`config.mk`:
```
export PLATFORM = sky130hd
export DESIGN_NAME = acsm_front
export DESIGN_NICKNAME = d
export VERILOG_FILES = /design/src/design/acsm_pkg.sv /design/src/design/acsm_front.sv
export SDC_FILE = /design/constraint.sdc
export NUM_CORES = 1
export LEC_CHECK = 0
export BUFFER_PORTS_ARGS = -buffer_cell sky130_fd_sc_hd__buf_2
export CELL_PAD_IN_SITES_DETAIL_PLACEMENT = 0
export CELL_PAD_IN_SITES_GLOBAL_PLACEMENT = 1
export CORE_AREA = 2 2 159 277
export CTS_BUF_LIST = sky130_fd_sc_hd__clkbuf_8
export DETAILED_ROUTE_END_ITERATION = 12
export DIE_AREA = 0 0 161 279
export MAX_ROUTING_LAYER = met4
export PLACE_DENSITY = 0.89
export SETUP_SLACK_MARGIN = 0.3
export SLEW_MARGIN = 20
export SYNTH_ARGS = -nofsm -noshare
export SYNTH_HDL_FRONTEND = slang
export SYNTH_SLANG_ARGS = --single-unit
```
`constraint.sdc`:
```
create_clock -name i_clk -period 15.8 [get_ports i_clk]
set_clock_uncertainty 0.2 [all_clocks]
set_input_delay 1.58 -clock i_clk [delete_from_list [all_inputs] [get_ports i_clk]]
set_output_delay 1.58 -clock i_clk [all_outputs]
set_load 0.005 [all_outputs]
```
`src/design/acsm_pkg.sv`:
```
// shared types, constants and curve tables for the clip / saturate / meter block
// used by every module of the block; depends on nothing
package acsm_pkg;

    localparam int LOG_DEPTH = 256;
    localparam int IDX_W     = $clog2(LOG_DEPTH + 1);

    localparam logic [22:0] ONE_Q22     = 23'd4194304;
    localparam logic [27:0] ONE_Q20     = 28'd1048576;
    localparam logic [15:0] EXP_LINEAR  = 16'd4096;
    localparam logic [15:0] RESET_GAIN  = 16'd4096;
    localparam logic [8:0]  TINY_SHIFT  = 9'd23;
    localparam logic [47:0] SUM_MAX     = 48'hFFFF_FFFF_FFFF;
    localparam logic [31:0] TALLY_MAX   = 32'hFFFF_FFFF;

    localparam logic [1:0] CFG_VOLUME_GAIN    = 2'd0;
    localparam logic [1:0] CFG_CURVE_EXPONENT = 2'd1;

    typedef struct packed {
        logic signed [23:0] sample_in;
        logic               frame_last;
    } t_in_item;

    typedef struct packed {
        logic signed [23:0] sample_out;
        logic               was_clipped;
        logic               frame_done;
        logic [27:0]        frame_overshoot;
        logic [47:0]        overshoot_total;
        logic [31:0]        frames_counted;
    } t_out_item;

    // everything but the curve input, carried alongside the curve pipeline
    typedef struct packed {
        logic        neg_out;
        logic        was_clipped;
        logic        frame_done;
        logic [27:0] frame_overshoot;
        logic [47:0] overshoot_total;
        logic [31:0] frames_counted;
    } t_meta;

    typedef struct packed {
        logic [22:0] mag_q22;
        t_meta       meta;
    } t_mid;

    typedef logic [31:0] t_tab [LOG_DEPTH + 1];

    function automatic longint unsigned isqrt64(input longint unsigned v_in);
        longint unsigned v;
        longint unsigned res;
        longint unsigned bitv;
        v    = v_in;
        res  = 0;
        bitv = 64'd1 << 62;
        while (bitv > v) bitv = bitv >> 2;
        while (bitv != 0) begin
            if (v >= res + bitv) begin
                v   = v - (res + bitv);
                res = (res >> 1) + bitv;
            end else begin
                res = res >> 1;
            end
            bitv = bitv >> 2;
        end
        return res;
    endfunction

    // y in Q.30 within [1,2), result is the fractional log2 in Q.24
    function automatic longint unsigned log2_frac(input longint unsigned y_in);
        longint unsigned y;
        longint unsigned r;
        y = y_in;
        r = 0;
        for (int b = 0; b < 24; b++) begin
            y = (y * y) >> 30;
            r = r << 1;
            if (y >= (64'd1 << 31)) begin
                y = y >> 1;
                r = r | 64'd1;
            end
        end
        return r;
    endfunction

    function automatic t_tab build_lg();
        t_tab            tab;
        longint unsigned ii;
        for (int i = 0; i < LOG_DEPTH; i++) begin
            ii     = longint'(i);
            tab[i] = 32'(log2_frac((64'd1 << 30) + ((ii << 30) / LOG_DEPTH)));
        end
        tab[LOG_DEPTH] = 32'd1 << 24;
        return tab;
    endfunction

    function automatic t_tab build_ex();
        t_tab            tab;
        longint unsigned roots [25];
        longint unsigned ii;
        longint unsigned f;
        longint unsigned v;
        roots[0] = 64'd1 << 31;
        for (int k = 1; k <= 24; k++) roots[k] = isqrt64(roots[k - 1] << 30);
        for (int i = 0; i < LOG_DEPTH; i++) begin
            ii = longint'(i);
            f  = (ii << 24) / LOG_DEPTH;
            v  = 64'd1 << 30;
            for (int k = 1; k <= 24; k++) begin
                if (((f >> (24 - k)) & 64'd1) != 0) begin
                    v = (v * roots[k] + (64'd1 << 29)) >> 30;
                end
            end
            tab[i] = 32'(v);
        end
        tab[LOG_DEPTH] = 32'd1 << 31;
        return tab;
    endfunction

    localparam t_tab LG_TAB = build_lg();
    localparam t_tab EX_TAB = build_ex();

endpackage

```
`src/design/acsm_front.sv`:
```
// front part: volume scaling, clip detection and the frame overshoot meter
// depends on acsm_pkg
module acsm_front (
    input  logic              i_clk,
    input  logic              i_rst_n,
    input  logic              i_valid,
    output logic              o_ready,
    input  acsm_pkg::t_in_item i_data,
    input  logic [15:0]       i_volume_gain,
    output logic              o_push,
    output acsm_pkg::t_mid    o_push_data,
    input  logic              i_full
);

    logic        r_v;
    logic [27:0] r_mag;
    logic        r_neg;
    logic        r_last;
    logic [27:0] r_peak;
    logic [47:0] r_sum;
    logic [31:0] r_tally;

    logic [23:0] absin;
    logic [39:0] prod;
    logic        clip;
    logic [27:0] peak_new;
    logic [48:0] sum_wide;
    logic [47:0] n_sum;
    logic [31:0] n_tally;
    logic [27:0] clipped;

    assign o_push  = r_v && !i_full;
    assign o_ready = !r_v || o_push;

    assign absin = i_data.sample_in[23] ? (~i_data.sample_in + 24'd1) : i_data.sample_in;
    assign prod  = 40'(absin) * 40'(i_volume_gain);

    always_comb begin
        clip     = r_mag > acsm_pkg::ONE_Q20;
        clipped  = clip ? acsm_pkg::ONE_Q20 : r_mag;
        peak_new = (clip && r_mag > r_peak) ? r_mag : r_peak;
        sum_wide = {1'b0, r_sum} + 49'(peak_new);
        n_sum    = r_sum;
        n_tally  = r_tally;
        if (r_last) begin
            n_sum   = sum_wide[48] ? acsm_pkg::SUM_MAX : sum_wide[47:0];
            n_tally = (r_tally == acsm_pkg::TALLY_MAX) ? r_tally : r_tally + 32'd1;
        end
        o_push_data.mag_q22              = {clipped[20:0], 2'b00};
        o_push_data.meta.neg_out         = r_neg && (r_mag != 28'd0);
        o_push_data.meta.was_clipped     = clip;
        o_push_data.meta.frame_done      = r_last;
        o_push_data.meta.frame_overshoot = peak_new;
        o_push_data.meta.overshoot_total = n_sum;
        o_push_data.meta.frames_counted  = n_tally;
    end

    always_ff @(posedge i_clk) begin
        if (!i_rst_n) begin
            r_v     <= 1'b0;
            r_peak  <= '0;
            r_sum   <= '0;
            r_tally <= '0;
        end else begin
            if (o_ready) begin
                r_v <= i_valid;
            end
            if (o_push) begin
                r_peak  <= r_last ? 28'd0 : peak_new;
                r_sum   <= n_sum;
                r_tally <= n_tally;
            end
        end
    end

    always_ff @(posedge i_clk) begin
        if (o_ready && i_valid) begin
            r_mag  <= prod[39:12];
            r_neg  <= i_data.sample_in[23];
            r_last <= i_data.frame_last;
        end
    end

endmodule

```
==> metrics.md <==
| Metric | Value |
|---|---|
| Outcome | complete, no violations |
| Crit path max-delay cell type | fa_1 |
| Post-Syn Area | 21970 um2 |
| N_diodes | 0 |
| Worst Setup Path Type | in2reg |
| CP max stage delay | 0.55 ns |
| Cell family contributing the most delay on the critical path | adder cells |
| Final wirelength | 63370 um |
| Cell mode on critical path | fa_1 |
| Number of synthesized flops with an enable pin | 30 |
| Syn Inst Count | 2596 |
| Post-synth ARST share | 0% |
| Worst EP arrival | 9.94 ns |
| Distinct cells, synth | 72 |
| Setup Buffers After CTS | 0 |
| Clock-pin slew on the worst setup and hold paths | 0.08 ns |
| Final net count | 3203 |
| Crit end category | flop |
| Initial Util | 51.65% |
| Hpwl dp | 51100 um |
| #FFs+latches synth | 139 |
| CTS tree | built |
| Avg Inst Size Synth | approximately 8.5 um2 |
| Launching point of the worst reg2reg path | r_mag[21] |
| Share of cells above drive strength 1 | 10.97% |
| Die width | 161 um |
| TNS Setup | 0 ns |
| Longest Clk Path Bufs | 2 |
| Die height | 279 um |
| Final period utilization | 62.78% |
| Total global routing overflow | 0 |
| Antenna viol nets, final | 0 |
| Slew margin rel. | 26.35% |
| Cell row count | 100 |
| Sequential Area | 3083 um2 |
| WP data required | 15.82 ns |
| Final setup violation count | 0 |
| Slew Limit Fails | 0 |
| Critical path startpoint category | primary input |
| Total GRT Usage | 29.60% |
| Number of max-cap violations | 0 |
| Max Freq | 100.8 MHz |
| Sequential-to-total area share from yosys stat | 14.03% |
| Placer Congestion | around 0.95 |
| WHS Endpoint | r_sum[10] |
| Initial antenna violation count | 0 |
| Synth top area cells | fa_1 28%, dfxtp_1 9.9%, ha_1 9.5% |
| P&R area growth vs syn | 8.690% |
| Multi-input combinational cell area | roughly 17000 um2 |
| Vias in the first global route | 19840 |
| Core area | 42540 um2 |
| I/O Buffers | approximately 180 |
| First-pass GRT wire length | 102400 um |
| Worst reg2reg endpoint | r_sum[47] |
| R2r setup slk | a little under 9 ns |
| Die area | 44920 um2 |
| Most used flip-flop cell after synthesis | dfxtp_1 |
| Most frequent cell after synthesis | inv_1 |
| Top post-synthesis cells by count | 379 x inv_1, 309 x nand2_1, 306 x fa_1 |
| Min-Delay Path Class | reg2reg |
| Drt pass-1 iters | 6 |
| Worst reg-to-reg path cell count | 21 |
| Drt drc | 0 |
| CTS Sinks | 139 |
| Yosys warns | 0 |
| Post-synth top area share | 27.88% |
| Final Hold Violating Endpoints | 0 |
| Period minus WS final | 9.919 ns |
| Slew @ Worst Pin | 1.105 ns |
| Unrepaired setup endpoints after global routing | no |
| Clock Latency Late Sink | 0.48 ns |
| Critical Path Fanout Max | 19 |
| Area leader, netlist | fa_1 |
| Drt via density | 5.770 |
| Worst Min Path Start | r_sum[10] |
| Pin count of the biggest net entering global routing | 67 |
| Hold Crit Depth | 2 |
| Worst path bufs/invs | 7 |
| Wirelength per Cell | just under 20 um |
| Resized cells post-CTS | 0 |
| I/O pin cnt | 181 |
| H-tree depth | 4 |
| Fillers | 3977 |
| CTS Hold Bufs | 0 |
| Vias post-DR | 18810 |
| Root Driver | clkbuf_8 |
| TritonCTS Buffers | 17 |
| Iter 0 DRT Violations | 1300 |
[kinds of logic after synthesis]
logic type | after synthesis | share of synthesized area [%]
multiplexers | 36 | 1.811
XOR/XNOR | 137 | 5.461
other | 1 | 0.01707
buffers and inverters | 519 | 8.991
adder cells (fa/ha/maj) | 473 | 37.39
AND/OR/NAND/NOR | 884 | 19.88
flip-flops | 139 | 14.03
AO/OA/AOI/OAI | 407 | 12.42
[worst register-to-register path: stages, from the launching register on]
cell       delay, ns
edfxtp_1        0.46
ha_1            0.35
a21o_1          0.18
a21o_1          0.16
a21oi_1         0.21
nor2_1          0.06
a2111oi_0       0.64
buf_4           0.24
a311o_1         0.15
buf_4           0.39
mux2i_1         0.43
inv_1           0.13
ha_1            0.32
a211oi_1        0.07
o21a_1          0.26
a211oi_1        0.61
o311ai_0        0.27
buf_4           0.21
o21a_1          0.30
nor4_2          0.90
nand2_1         0.21
o31ai_1         0.29
[metrics by stage]
stage	instance area (um2)	util, %	cells	worst slack (ns)	hold slack [ns]
detailed placement	23350	54.90	3226	5.313	0.3024
global placement	23350	54.90	3226	5.550	0.2844
finish	23880	56.14	3259	5.881	0.3237
CTS	23850	56.07	3258	5.839	0.3257
global route	23880	56.14	3259	5.345	0.3495
floorplan	21980	-	2597	6.200	0.2742
[routing by layer]
layer / vias up / GRT usage, % / wire length, um
met5: - / - / 0
met4: 0 / 12.52 / 2911
met3: 195 / 3.209 / 2897
met2: 657 / 56.18 / 34760
met1: 9304 / 30.62 / 22810
li1: 8649 / - / -
[layout by cell type (no fill, tap or decap), drive strengths merged, types with 11 or more instances in the layout]
cell type and n:
buf 208, edfxtp 30, nand4 40, mux2 30
xor2 47, ha 167, a32o 28, and2 192
or3 12, o21bai 13, nand2 309, a211oi 23
o21ai 74, nor2b 13, nor3 27, nor2 149
clkbuf 19, o21a 15, inv 381, nand2b 11
o211ai 11, xnor2 90, a21oi 125, fa 306
and3 36, a21o 46, nor4 20, nand3 50
dfxtp 109
[flip-flops by register name, summed over array words and instances (netlist names)]
name / flops
r_last: 1
r_mag: 28
r_neg: 1
r_peak: 28
r_sum: 48
r_tally: 32
r_v: 1
[worst max path at each step]
| stage | from | to | slack [ns] | depth (start not counted) |
|---|---|---|---|---|
| final | i_data[1] | r_mag[25] | 5.88 | 31 |
| after global routing | i_data[1] | r_mag[23] | 5.35 | 31 |
| after CTS | i_data[1] | r_mag[25] | 5.84 | 31 |
| after detailed placement | i_data[1] | r_mag[25] | 5.31 | 31 |
| after global placement | i_data[1] | r_mag[25] | 5.55 | 31 |
| after floorplan | i_data[3] | r_mag[25] | 6.20 | 27 |
[cell type report]
class                   instances  area share, %
multi-input cells            1939          71.33
flip-flops and latches        139          12.91
inverters                     380          5.973
repair buffers                208          4.757
well taps                     561          2.939
clock buffers                  19          1.095
clock inverters                13         0.9954
Power is left out: the tool's default activity adds up to more than one toggle a clock period on the data nets, which glitch-free logic cannot reach.
