## config.mk

```make
export PLATFORM = sky130hd
export DESIGN_NAME = acsm_queue
export DESIGN_NICKNAME = d
export VERILOG_FILES = /design/src/design/acsm_pkg.sv /design/src/design/acsm_queue.sv
export SDC_FILE = /design/constraint.sdc
export NUM_CORES = 1
export LEC_CHECK = 0
export BUFFER_PORTS_ARGS = -buffer_cell sky130_fd_sc_hd__buf_4
export CORE_UTILIZATION = 51
export DETAILED_ROUTE_END_ITERATION = 10
export PLACE_DENSITY_LB_ADDON = 0.08
export SYNTH_ARGS = -nofsm -noshare
export SYNTH_HDL_FRONTEND = slang
export SYNTH_SLANG_ARGS = --single-unit
```

## constraint.sdc

```tcl
create_clock -name i_clk -period 4.48 [get_ports i_clk]
set_input_delay 0.672 -clock i_clk [delete_from_list [all_inputs] [get_ports i_clk]]
set_output_delay 0.672 -clock i_clk [all_outputs]
set_load 0.01 [all_outputs]
```

## src/design/acsm_pkg.sv

```systemverilog
// shared types, constants and curve tables for the clip / saturate / meter block
// used by every module of the block; depends on nothing
package acsm_pkg;

    localparam int LOG_DEPTH = 256;
    localparam int IDX_W     = $clog2(LOG_DEPTH + 1);

    localparam logic [22:0] ONE_Q22     = 23'd4194304;
    localparam logic [27:0] ONE_Q20     = 28'd1048576;
    localparam logic [15:0] EXP_LINEAR  = 16'd4096;
    localparam logic [15:0] RESET_GAIN  = 16'd4096;
    localparam logic [8:0]  TINY_SHIFT  = 9'd23;
    localparam logic [47:0] SUM_MAX     = 48'hFFFF_FFFF_FFFF;
    localparam logic [31:0] TALLY_MAX   = 32'hFFFF_FFFF;

    localparam logic [1:0] CFG_VOLUME_GAIN    = 2'd0;
    localparam logic [1:0] CFG_CURVE_EXPONENT = 2'd1;

    typedef struct packed {
        logic signed [23:0] sample_in;
        logic               frame_last;
    } t_in_item;

    typedef struct packed {
        logic signed [23:0] sample_out;
        logic               was_clipped;
        logic               frame_done;
        logic [27:0]        frame_overshoot;
        logic [47:0]        overshoot_total;
        logic [31:0]        frames_counted;
    } t_out_item;

    // everything but the curve input, carried alongside the curve pipeline
    typedef struct packed {
        logic        neg_out;
        logic        was_clipped;
        logic        frame_done;
        logic [27:0] frame_overshoot;
        logic [47:0] overshoot_total;
        logic [31:0] frames_counted;
    } t_meta;

    typedef struct packed {
        logic [22:0] mag_q22;
        t_meta       meta;
    } t_mid;

    typedef logic [31:0] t_tab [LOG_DEPTH + 1];

    function automatic longint unsigned isqrt64(input longint unsigned v_in);
        longint unsigned v;
        longint unsigned res;
        longint unsigned bitv;
        v    = v_in;
        res  = 0;
        bitv = 64'd1 << 62;
        while (bitv > v) bitv = bitv >> 2;
        while (bitv != 0) begin
            if (v >= res + bitv) begin
                v   = v - (res + bitv);
                res = (res >> 1) + bitv;
            end else begin
                res = res >> 1;
            end
            bitv = bitv >> 2;
        end
        return res;
    endfunction

    // y in Q.30 within [1,2), result is the fractional log2 in Q.24
    function automatic longint unsigned log2_frac(input longint unsigned y_in);
        longint unsigned y;
        longint unsigned r;
        y = y_in;
        r = 0;
        for (int b = 0; b < 24; b++) begin
            y = (y * y) >> 30;
            r = r << 1;
            if (y >= (64'd1 << 31)) begin
                y = y >> 1;
                r = r | 64'd1;
            end
        end
        return r;
    endfunction

    function automatic t_tab build_lg();
        t_tab            tab;
        longint unsigned ii;
        for (int i = 0; i < LOG_DEPTH; i++) begin
            ii     = longint'(i);
            tab[i] = 32'(log2_frac((64'd1 << 30) + ((ii << 30) / LOG_DEPTH)));
        end
        tab[LOG_DEPTH] = 32'd1 << 24;
        return tab;
    endfunction

    function automatic t_tab build_ex();
        t_tab            tab;
        longint unsigned roots [25];
        longint unsigned ii;
        longint unsigned f;
        longint unsigned v;
        roots[0] = 64'd1 << 31;
        for (int k = 1; k <= 24; k++) roots[k] = isqrt64(roots[k - 1] << 30);
        for (int i = 0; i < LOG_DEPTH; i++) begin
            ii = longint'(i);
            f  = (ii << 24) / LOG_DEPTH;
            v  = 64'd1 << 30;
            for (int k = 1; k <= 24; k++) begin
                if (((f >> (24 - k)) & 64'd1) != 0) begin
                    v = (v * roots[k] + (64'd1 << 29)) >> 30;
                end
            end
            tab[i] = 32'(v);
        end
        tab[LOG_DEPTH] = 32'd1 << 31;
        return tab;
    endfunction

    localparam t_tab LG_TAB = build_lg();
    localparam t_tab EX_TAB = build_ex();

endpackage

```

## src/design/acsm_queue.sv

```systemverilog
// short queue between the meter front and the curve back end
// depends on acsm_pkg
module acsm_queue (
    input  logic           i_clk,
    input  logic           i_rst_n,
    input  logic           i_push,
    input  acsm_pkg::t_mid i_push_data,
    output logic           o_full,
    input  logic           i_pop,
    output logic           o_valid,
    output acsm_pkg::t_mid o_data
);

    acsm_pkg::t_mid r_mem [4];
    logic [1:0]     r_wr;
    logic [1:0]     r_rd;
    logic [2:0]     r_cnt;

    assign o_full  = r_cnt == 3'd4;
    assign o_valid = r_cnt != 3'd0;
    assign o_data  = r_mem[r_rd];

    always_ff @(posedge i_clk) begin
        if (!i_rst_n) begin
            r_wr  <= '0;
            r_rd  <= '0;
            r_cnt <= '0;
        end else begin
            if (i_push) r_wr <= r_wr + 2'd1;
            if (i_pop)  r_rd <= r_rd + 2'd1;
            r_cnt <= r_cnt + 3'(i_push) - 3'(i_pop);
        end
    end

    always_ff @(posedge i_clk) begin
        if (i_push) begin
            r_mem[r_wr] <= i_push_data;
        end
    end

endmodule

```

==> results.toml, run 1 <==
[status]
status = "completed"

[power_and_ir_drop]
switching_share_pct = 21.2
combPwrFrac_pct = 10.4
vdd_drop_max_mv = 0.439
share_seq_of_total_power_pct = 52.6
p_int_mw = 8.88
p_leak_nw = 8.08
power_density_nw_per_um2 = 468
p_clk_share_pct = 37.0
power_switching_mw = 2.39

[routing]
drt-vias-per-instance = 5.36
drc = 0
num_vias = 8632
drtIter0Drc = 448
drt-pass1-iter-count = 4
wirelength_um = 36500
ant_nets = 0
wl_per_cell_um = 22.7

[floorplanning]
initial_utilization_pct = 52.2
dieArea_um2 = 39500
ios = 274
coreArea_um2 = 37800
die_w_um = 199
rows = 71
fp.dieH_um = 199

[yosys]
synthCells = 743
ys_seq_area_share_pct = 82.4
syn_nets = 888
yosysUniqueCellTypes = 19
ys_warn_count = 0
ys_ff_latch = 545
yosysTopAreaCell = "edfxtp_1"
synth.avg_cell_area_um2 = 26.6
yosysTopAreaCellShare_pct = 81.5
synth.area.top_cells = "edfxtp_1, mux4_2, dfxtp_1"
syn_area_um2 = 19700

[timing]
worst-slew-pin-transition_ps = 934
skew_ps = 13.4
setup_tns_ps = 0
finalHoldViolCount = 0
setup_viol = 0
postLayoutSetupSlackWorst_ps = 1320
fin_crit_ps = 3160
final_max_slew_viol_count = 0
max-slew-margin-rel_pct = 37.7
max_clock_freq_ghz = 0.317
fin_crit_sh_pct = 70.5
grt_setup_unrepaired = "false"

[cts]
cts.sinks = 545
cts_hold_buf = 0
cts_tree = "yes"
clk_path_buf_depth = 3
cts_resized = 0
clock_latency_ps = 590
h-tree-depth = 2
cts_buffers = 53
clkTransAtPathRegs_ps = 60
postCtsSetupBuffers = 0
cts-root-buf = "clkbuf_16"

[place]
hpwlAfterDp_um = 21600
dpl_cell_area_um2 = 22500
portBuffers = 273
globalplace.congestion = 0.694
pre_cts_slack_ps = 1890

[global_route]
grt-ovfl-total = 0
grt_max_degree = 108
antenna_found_initial = 2
grt_pass1_vias = 8990
grt_use_total_pct = 18.9
grt_first_pass_wirelength_um = 54500

[worst_setup_path]
crit_required_ps = 3810
r2r_start = "r_wr[0]$_SDFFE_PN0P_"
worstSetupPathType = "flip-flop to output pin"
cp.arrival_ps = 2480
end_kind = "output pin"
setup.worst_path.start_class = "flip-flop"
r2r-end = "r_mem[0][104]$_DFFE_PP_"
rr_worst_depth = 4
critPathMaxFanout = 107
ff2ff_setup_slack_ps = 2380

[final_layout]
multiInputGateArea_um2 = 3270
seqCellArea_um2 = 16300
diodes = 0
syn2layout_area_growth_pct = 21.9
final_common_cell = "edfxtp_1"
final_area_um2 = 24100
final_layout_size_suffix_gt1_share_pct = 45.1
nFillCells = 2595
layout_common_cells = "edfxtp_1, buf_4, mux4_2, clkbuf_16, clkbuf_1"
nets = 1201

[run]
maxCapViolations = 0

[hold_path]
hp-start = "i_push_data[95]"
hold_end = "r_mem[0][95]$_DFFE_PP_"
holdPathStages = 1
hold_class = "input port to flip-flop"
## layout make-up
type / instances / share of cell area [%]
Clock buffer: 71 / 5.97
Inverter: 7 / 0.109
Sequential cell: 545 / 67.6
Clock inverter: 26 / 0.790
Tap cell: 511 / 2.66
Multi-Input combinational cell: 161 / 13.6
Timing Repair Buffer: 288 / 9.29
## worst max-delay path by stage
stage | start | endpoint
after floorplan | i_push | r_mem[0][0]$_DFFE_PP_
after global placement | flip-flop | o_data[22]
after detailed placement | flip-flop | o_data[22]
after CTS | flip-flop | o_data[96]
after global routing | flip-flop | o_data[96]
final | flip-flop | o_data[96]
## layer usage
metal	up-vias	global-route usage, %	wire [um]
li1	3841	-	-
met1	4497	25.7	15000
met2	243	29.1	17900
met3	47	7.02	3110
met4	4	4.87	517
met5	-	0	31
## through the flow
step                      instances  total power, mW  hold slack, ps  utilization (%)
after floorplan                 743             6.66             499                -
after global placement         1512             7.22             503             59.3
after detailed placement       1512             7.24             513             59.3
after CTS                      1609             11.4             244             63.6
after global routing           1609             11.7             248             63.6
final                          1609             11.3             284             63.6
## power groups by stage
stage	Sequential [mW]	Combinational (mW)	Clock [mW]
floorplan	6.03	0.629	0
global placement	6.03	1.19	0
detailed placement	6.03	1.20	0
CTS	5.93	1.21	4.27
global route	5.94	1.27	4.46
finish	5.93	1.18	4.16
## Yosys cell counts
master,count
a21bo_2,1
a21oi_1,1
and2_1,6
and3_1,1
buf_2,15
buf_6,8
clkbuf_1,7
dfxtp_1,9
edfxtp_1,536
fa_1,1
ha_1,6
inv_1,7
mux2i_1,1
mux4_2,134
nand3b_1,1
nor2_1,5
or3_1,1
xnor2_1,2
xor3_1,1
## critical path, cell delays in order, from the launching register on
cell and delay (ps):
dfxtp_4 350, buf_12 640, mux4_2 620, buf_4 160
## sequential cells by signal, indices dropped and copies added (netlist names), named ones only
name	cells
r_mem	536
r_cnt	3
r_rd	2
r_wr	2
## logic make-up (layout without fill, tap and decap cells)
group / count (synthesis) / after routing / synth area share [%]
DFF: 545 / 545 / 82.4
adders and majority gates: 7 / 7 / 0.481
AOI/OAI and AO/OA: 2 / 2 / 0.0760
and+or+nand+nor: 14 / 14 / 0.387
xor gates and xnor gates: 3 / 3 / 0.209
buffers and inverters: 37 / 392 / 1.10
muxes: 135 / 135 / 15.3
No activity file was read; power rests on OpenSTA's default activity.
==> inputs of run 2 (changes only) <==
--- a/config.mk
+++ b/config.mk
@@ -6,7 +6,7 @@
 export NUM_CORES = 1
 export LEC_CHECK = 0
 export BUFFER_PORTS_ARGS = -buffer_cell sky130_fd_sc_hd__buf_4
-export CORE_UTILIZATION = 51
+export CORE_UTILIZATION = 57
 export DETAILED_ROUTE_END_ITERATION = 10
 export PLACE_DENSITY_LB_ADDON = 0.08
 export SYNTH_ARGS = -nofsm -noshare
==> constraint.sdc (replaced) <==
create_clock -name i_clk -period 3.3 [get_ports i_clk]
set_input_delay 0.495 -clock i_clk [delete_from_list [all_inputs] [get_ports i_clk]]
set_output_delay 0.495 -clock i_clk [all_outputs]
set_load 0.01 [all_outputs]
==> run 2 against run 1 <==
- flip-flop and latch count unchanged
- via count is 1.5% higher
- routed wire length down 1.2%
- global-route usage rose by 2.4 points
- non-clock buffer count rose by 5
- combinational power increased by 36%
- critical path depth did not move
- clock power rose by 36%
- die area decreased by 10%
- register-to-register slack worse by 960 ps
- sequential share of layout area decreased by 0.14 points
- critical path type unchanged
- largest cell class unchanged
- largest power group unchanged
- highest routed layer unchanged
==> results.toml, run 2 (synthesis gave the netlist of run 1 again) <==
[power_and_ir_drop]
switching_share_pct = 21.2
p_int_mw = 12.1
power_switching_mw = 3.25
combPwrFrac_pct = 10.4
vdd_drop_max_mv = 0.499
power_density_nw_per_um2 = 636
share_seq_of_total_power_pct = 52.6
p_leak_nw = 8.14
p_clk_share_pct = 37.0

[final_layout]
largest-register = "r_mem"
syn2layout_area_growth_pct = 22.2
largest_register_ff_count = 536
fin_util_pct = 71.4
final_layout_size_suffix_gt1_share_pct = 45.7
final_cells = 1551
final_common_cell = "edfxtp_1"
nets = 1206
largest_registers = "r_mem x536, r_cnt x3"
diodes = 0
layout_common_cells = "edfxtp_1, buf_4, mux4_2, clkbuf_16, clkbuf_1"
final_area_um2 = 24100

[timing]
grt_setup_unrepaired = "false"
worst-slew-pin-transition_ps = 701
max_clock_freq_ghz = 0.346
max-slew-margin-rel_pct = 53.3
setup_viol = 0
whs_ps = 107
skew_ps = 16.4
setup_tns_ps = 0
final_max_slew_viol_count = 0
fin_crit_sh_pct = 87.7
fin_crit_ps = 2890
finalHoldViolCount = 0

[global_route]
grt-ovfl-total = 0
grt_first_pass_wirelength_um = 55500
grt_use_total_pct = 21.3
grt_pass1_vias = 9337
grt_max_degree = 66
antenna_found_initial = 1

[floorplanning]
rows = 67
dieArea_um2 = 35400
initial_utilization_pct = 58.5
die_w_um = 188
coreArea_um2 = 33800
fp.dieH_um = 188
ios = 274

[routing]
drt-vias-per-instance = 5.65
ant_nets = 0
wl_per_cell_um = 23.3
drt-pass1-iter-count = 5
route.met3.wl_um = 2990
wl_met1_um = 14400
drc = 0
wirelength_um = 36100
num_vias = 8760
wl_met2_um = 17900
drtIter0Drc = 576
highest_layer = "met5"

[cts]
cts.sinks = 545
cts_hold_buf = 0
clkTransAtPathRegs_ps = 60
h-tree-depth = 2
clk_path_buf_depth = 3
clock_latency_ps = 580
postCtsSetupBuffers = 0
cts_tree = "yes"
cts-root-buf = "clkbuf_16"
cts_buffers = 53
cts_resized = 0

[place]
globalplace.congestion = 0.703
portBuffers = 273
dp.cells = 1454
dpl_cell_area_um2 = 22500
hpwlAfterDp_um = 21800

[worst_setup_path]
end_kind = "output pin"
r2r_start = "r_wr[0]$_SDFFE_PN0P_"
setup.worst_path.start_class = "flip-flop"
critPathMaxFanout = 22
worstSetupPathType = "flip-flop to output pin"
cp.arrival_ps = 2400
crit_required_ps = 2800

[hold_path]
hp-start = "i_push_data[51]"
hold_class = "input port to flip-flop"

[run]
maxCapViolations = 0

[status]
status = "completed"
[run 2: critical path, cell delays in order, from the launching register on]
cell     delay (ps)
dfxtp_4         650
buf_4           390
mux4_2          580
buf_4           170
[run 2: cell type report]
type	instances	area (um2)
Fill cell	1976	9660
Clock buffer	75	1490
Sequential cell	545	16300
Timing Repair Buffer	293	2350
Tap cell	448	561
Inverter	7	26.3
Multi-Input combinational cell	161	3270
Clock inverter	22	150
[run 2: final timing paths]
| path | to | slack (ps) | depth (start not counted) |
|---|---|---|---|
| worst max-delay path | o_data[38] | 410 | 3 |
| worst min-delay path | r_mem[0][51]$_DFFE_PP_ | 110 | 1 |
| worst max register to register | r_mem[0][99]$_DFFE_PP_ | 1420 | 4 |
| worst min register to register | flip-flop | 560 | 2 |
[run 2: per-layer routing]
layer,track usage (%),vias to the layer above
li1,-,3842
met1,28.5,4572
met2,33.7,297
met3,6.44,47
met4,7.16,2
met5,0,-
[run 2: power groups by stage]
stage | Clock (mW) | Combinational [mW] | Sequential (mW)
after detailed placement | 0 | 1.63 | 8.21
after floorplan | 0 | 0.856 | 8.17
after global routing | 6.04 | 1.72 | 8.09
final | 5.67 | 1.60 | 8.06
after CTS | 5.80 | 1.64 | 8.07
after global placement | 0 | 1.62 | 8.20
[run 2: through the flow]
stage	power [mW]	worst slack (ps)
after floorplan	9.02	669
after CTS	15.5	302
after detailed placement	9.85	943
after global placement	9.82	949
after global routing	15.8	239
final	15.3	406
==> inputs of run 3 (changes only) <==
--- a/config.mk
+++ b/config.mk
@@ -6,7 +6,7 @@
 export NUM_CORES = 1
 export LEC_CHECK = 0
 export BUFFER_PORTS_ARGS = -buffer_cell sky130_fd_sc_hd__buf_4
-export CORE_UTILIZATION = 57
+export CORE_UTILIZATION = 30
 export DETAILED_ROUTE_END_ITERATION = 10
 export PLACE_DENSITY_LB_ADDON = 0.08
 export SYNTH_ARGS = -nofsm -noshare
==> run 3 against run 2 <==
- clock skew is 4.0 ps lower
- die area is 89% higher
- first-iteration DRC count is 16% lower
- sequential share of layout area is 2.1 points lower
- final cell count is 28% higher
- global-route usage is 8.4 points lower
- final area is 3.1% higher
- utilization is 33 points lower
- register-to-register slack hardly changed
- critical endpoint is now o_data[98]
==> results.toml, run 3 (synthesis gave the netlist of run 1 again) <==
[timing]
final_max_slew_viol_count = 0
fin_crit_sh_pct = 84.5
worst-slew-pin-transition_ps = 771
finalHoldViolCount = 0
whs_ps = 88.1
setup_viol = 0
max-slew-margin-rel_pct = 48.6
fin_crit_ps = 2790
grt_setup_unrepaired = "false"
max_clock_freq_ghz = 0.359
setup_tns_ps = 0
skew_ps = 12.5

[worst_setup_path]
worstSetupPathType = "flip-flop to output pin"
cp.arrival_ps = 2290
crit_required_ps = 2800
critical_path.endpoint = "o_data[98]"
end_kind = "output pin"
critPathMaxFanout = 61
critPathSlowestCell = "mux4_2"
path_cells = "buf_12, mux4_2, buf_4"
ff2ff_setup_slack_ps = 1420
setup.worst_path.start_class = "flip-flop"
r2r-end = "r_mem[2][48]$_DFFE_PP_"
cpPeakStageDelay_ps = 610
rr_worst_depth = 4
r2r_start = "r_wr[0]$_SDFFE_PN0P_"

[global_route]
antenna_found_initial = 3
grt_pass1_vias = 9573
grt_max_degree = 62
grt-ovfl-total = 0
grt_use_total_pct = 12.9
grt_first_pass_wirelength_um = 63800

[floorplanning]
initial_utilization_pct = 30.5
rows = 93
dieArea_um2 = 66900
die_w_um = 259
fp.dieH_um = 259
coreArea_um2 = 64700
ios = 274

[cts]
clock_latency_ps = 600
clkTransAtPathRegs_ps = 60
cts_buffers = 58
cts.sinks = 545
h-tree-depth = 2
cts_tree = "yes"
cts-root-buf = "clkbuf_16"
cts_hold_buf = 0
postCtsSetupBuffers = 0
clk_path_buf_depth = 3
cts_resized = 0

[final_layout]
largest_register_ff_count = 536
largest-register = "r_mem"
layout_common_cells = "edfxtp_1, buf_4, mux4_2, clkbuf_16, clkbuf_1"
nets = 1220
final_layout_size_suffix_gt1_share_pct = 45.9
final_common_cell = "edfxtp_1"
largest_registers = "r_mem x536, r_cnt x3"
final_area_um2 = 24900
syn2layout_area_growth_pct = 26.0
nFillCells = 5932
final_cells = 1979

[place]
portBuffers = 273
dpl_cell_area_um2 = 23100
dp.cells = 1870
hpwlAfterDp_um = 25900
globalplace.congestion = 0.674

[power_and_ir_drop]
vdd_drop_max_mv = 0.483
p_int_mw = 12.3
power_density_nw_per_um2 = 632
p_clk_share_pct = 38.1
share_seq_of_total_power_pct = 51.1
power_mw = 15.7
power_switching_mw = 3.47
p_leak_nw = 8.25
switching_share_pct = 22.1
combPwrFrac_pct = 10.8

[routing]
wl_per_cell_um = 21.7
drt-pass1-iter-count = 4
drt-vias-per-instance = 4.47
drtIter0Drc = 484
num_vias = 8846
wirelength_um = 43000
ant_nets = 0
drc = 0

[status]
status = "completed"

[run]
maxCapViolations = 0

[hold_path]
hold_class = "input port to flip-flop"
[run 3: critical path, delay by kind of cell, from the launching register on]
| family | cells | cell delay, ps |
|---|---|---|
| mux | 1 | 610 |
| buf+inv | 2 | 520 |
| flops | 1 | 380 |
[run 3: routing by layer]
metal	track usage (%)	vias up	part of all wire, %
met5	0	-	0.088
met4	3.96	6	2.3
met3	4.29	73	7.3
met2	20.9	219	49
met1	16.4	4661	41
li1	-	3887	-
[run 3: power by group through the flow]
stage          logic [mW]  clock network (mW)  registers (mW)
2_1_floorplan       0.856                   0            8.17
3_3_place_gp         1.76                   0            8.18
3_5_place_dp         1.76                   0            8.19
4_1_cts              1.77                6.23            8.04
5_1_grt              1.84                6.44            8.06
6_report             1.70                6.00            8.04
[run 3: cell type report]
| class | instances | area, um2 | share of cell area, % |
|---|---|---|---|
| clock buffer | 81 | 1560 | 6.26 |
| sequential | 545 | 16300 | 65.4 |
| timing repair buffer | 302 | 2500 | 10.1 |
| clock inverter | 27 | 175 | 0.704 |
| inverter | 7 | 26.3 | 0.106 |
| tap | 855 | 1070 | 4.30 |
| multi-input combinational | 161 | 3270 | 13.1 |
| antenna | 1 | 2.50 | 0.0101 |
[run 3: worst min path at each step]
stage	cells past startpoint	from	endpoint	slack, ps
6_report	1	i_push_data[10]	r_mem[0][10]$_DFFE_PP_	90
5_1_grt	1	i_push_data[54]	r_mem[1][54]$_DFFE_PP_	50
4_1_cts	1	i_push_data[15]	r_mem[0][15]$_DFFE_PP_	30
3_5_place_dp	2	r_rd[1]$_SDFFE_PN0P_	flip-flop	530
3_3_place_gp	2	r_rd[1]$_SDFFE_PN0P_	flip-flop	520
2_1_floorplan	2	r_rd[1]$_SDFFE_PN0P_	flip-flop	500
[run 3: stage by stage]
step / utilization [%] / setup WS (ps)
2_1_floorplan: - / 669
3_3_place_gp: 35.8 / 1120
3_5_place_dp: 35.8 / 1120
4_1_cts: 38.5 / 447
5_1_grt: 38.5 / 361
6_report: 38.5 / 511
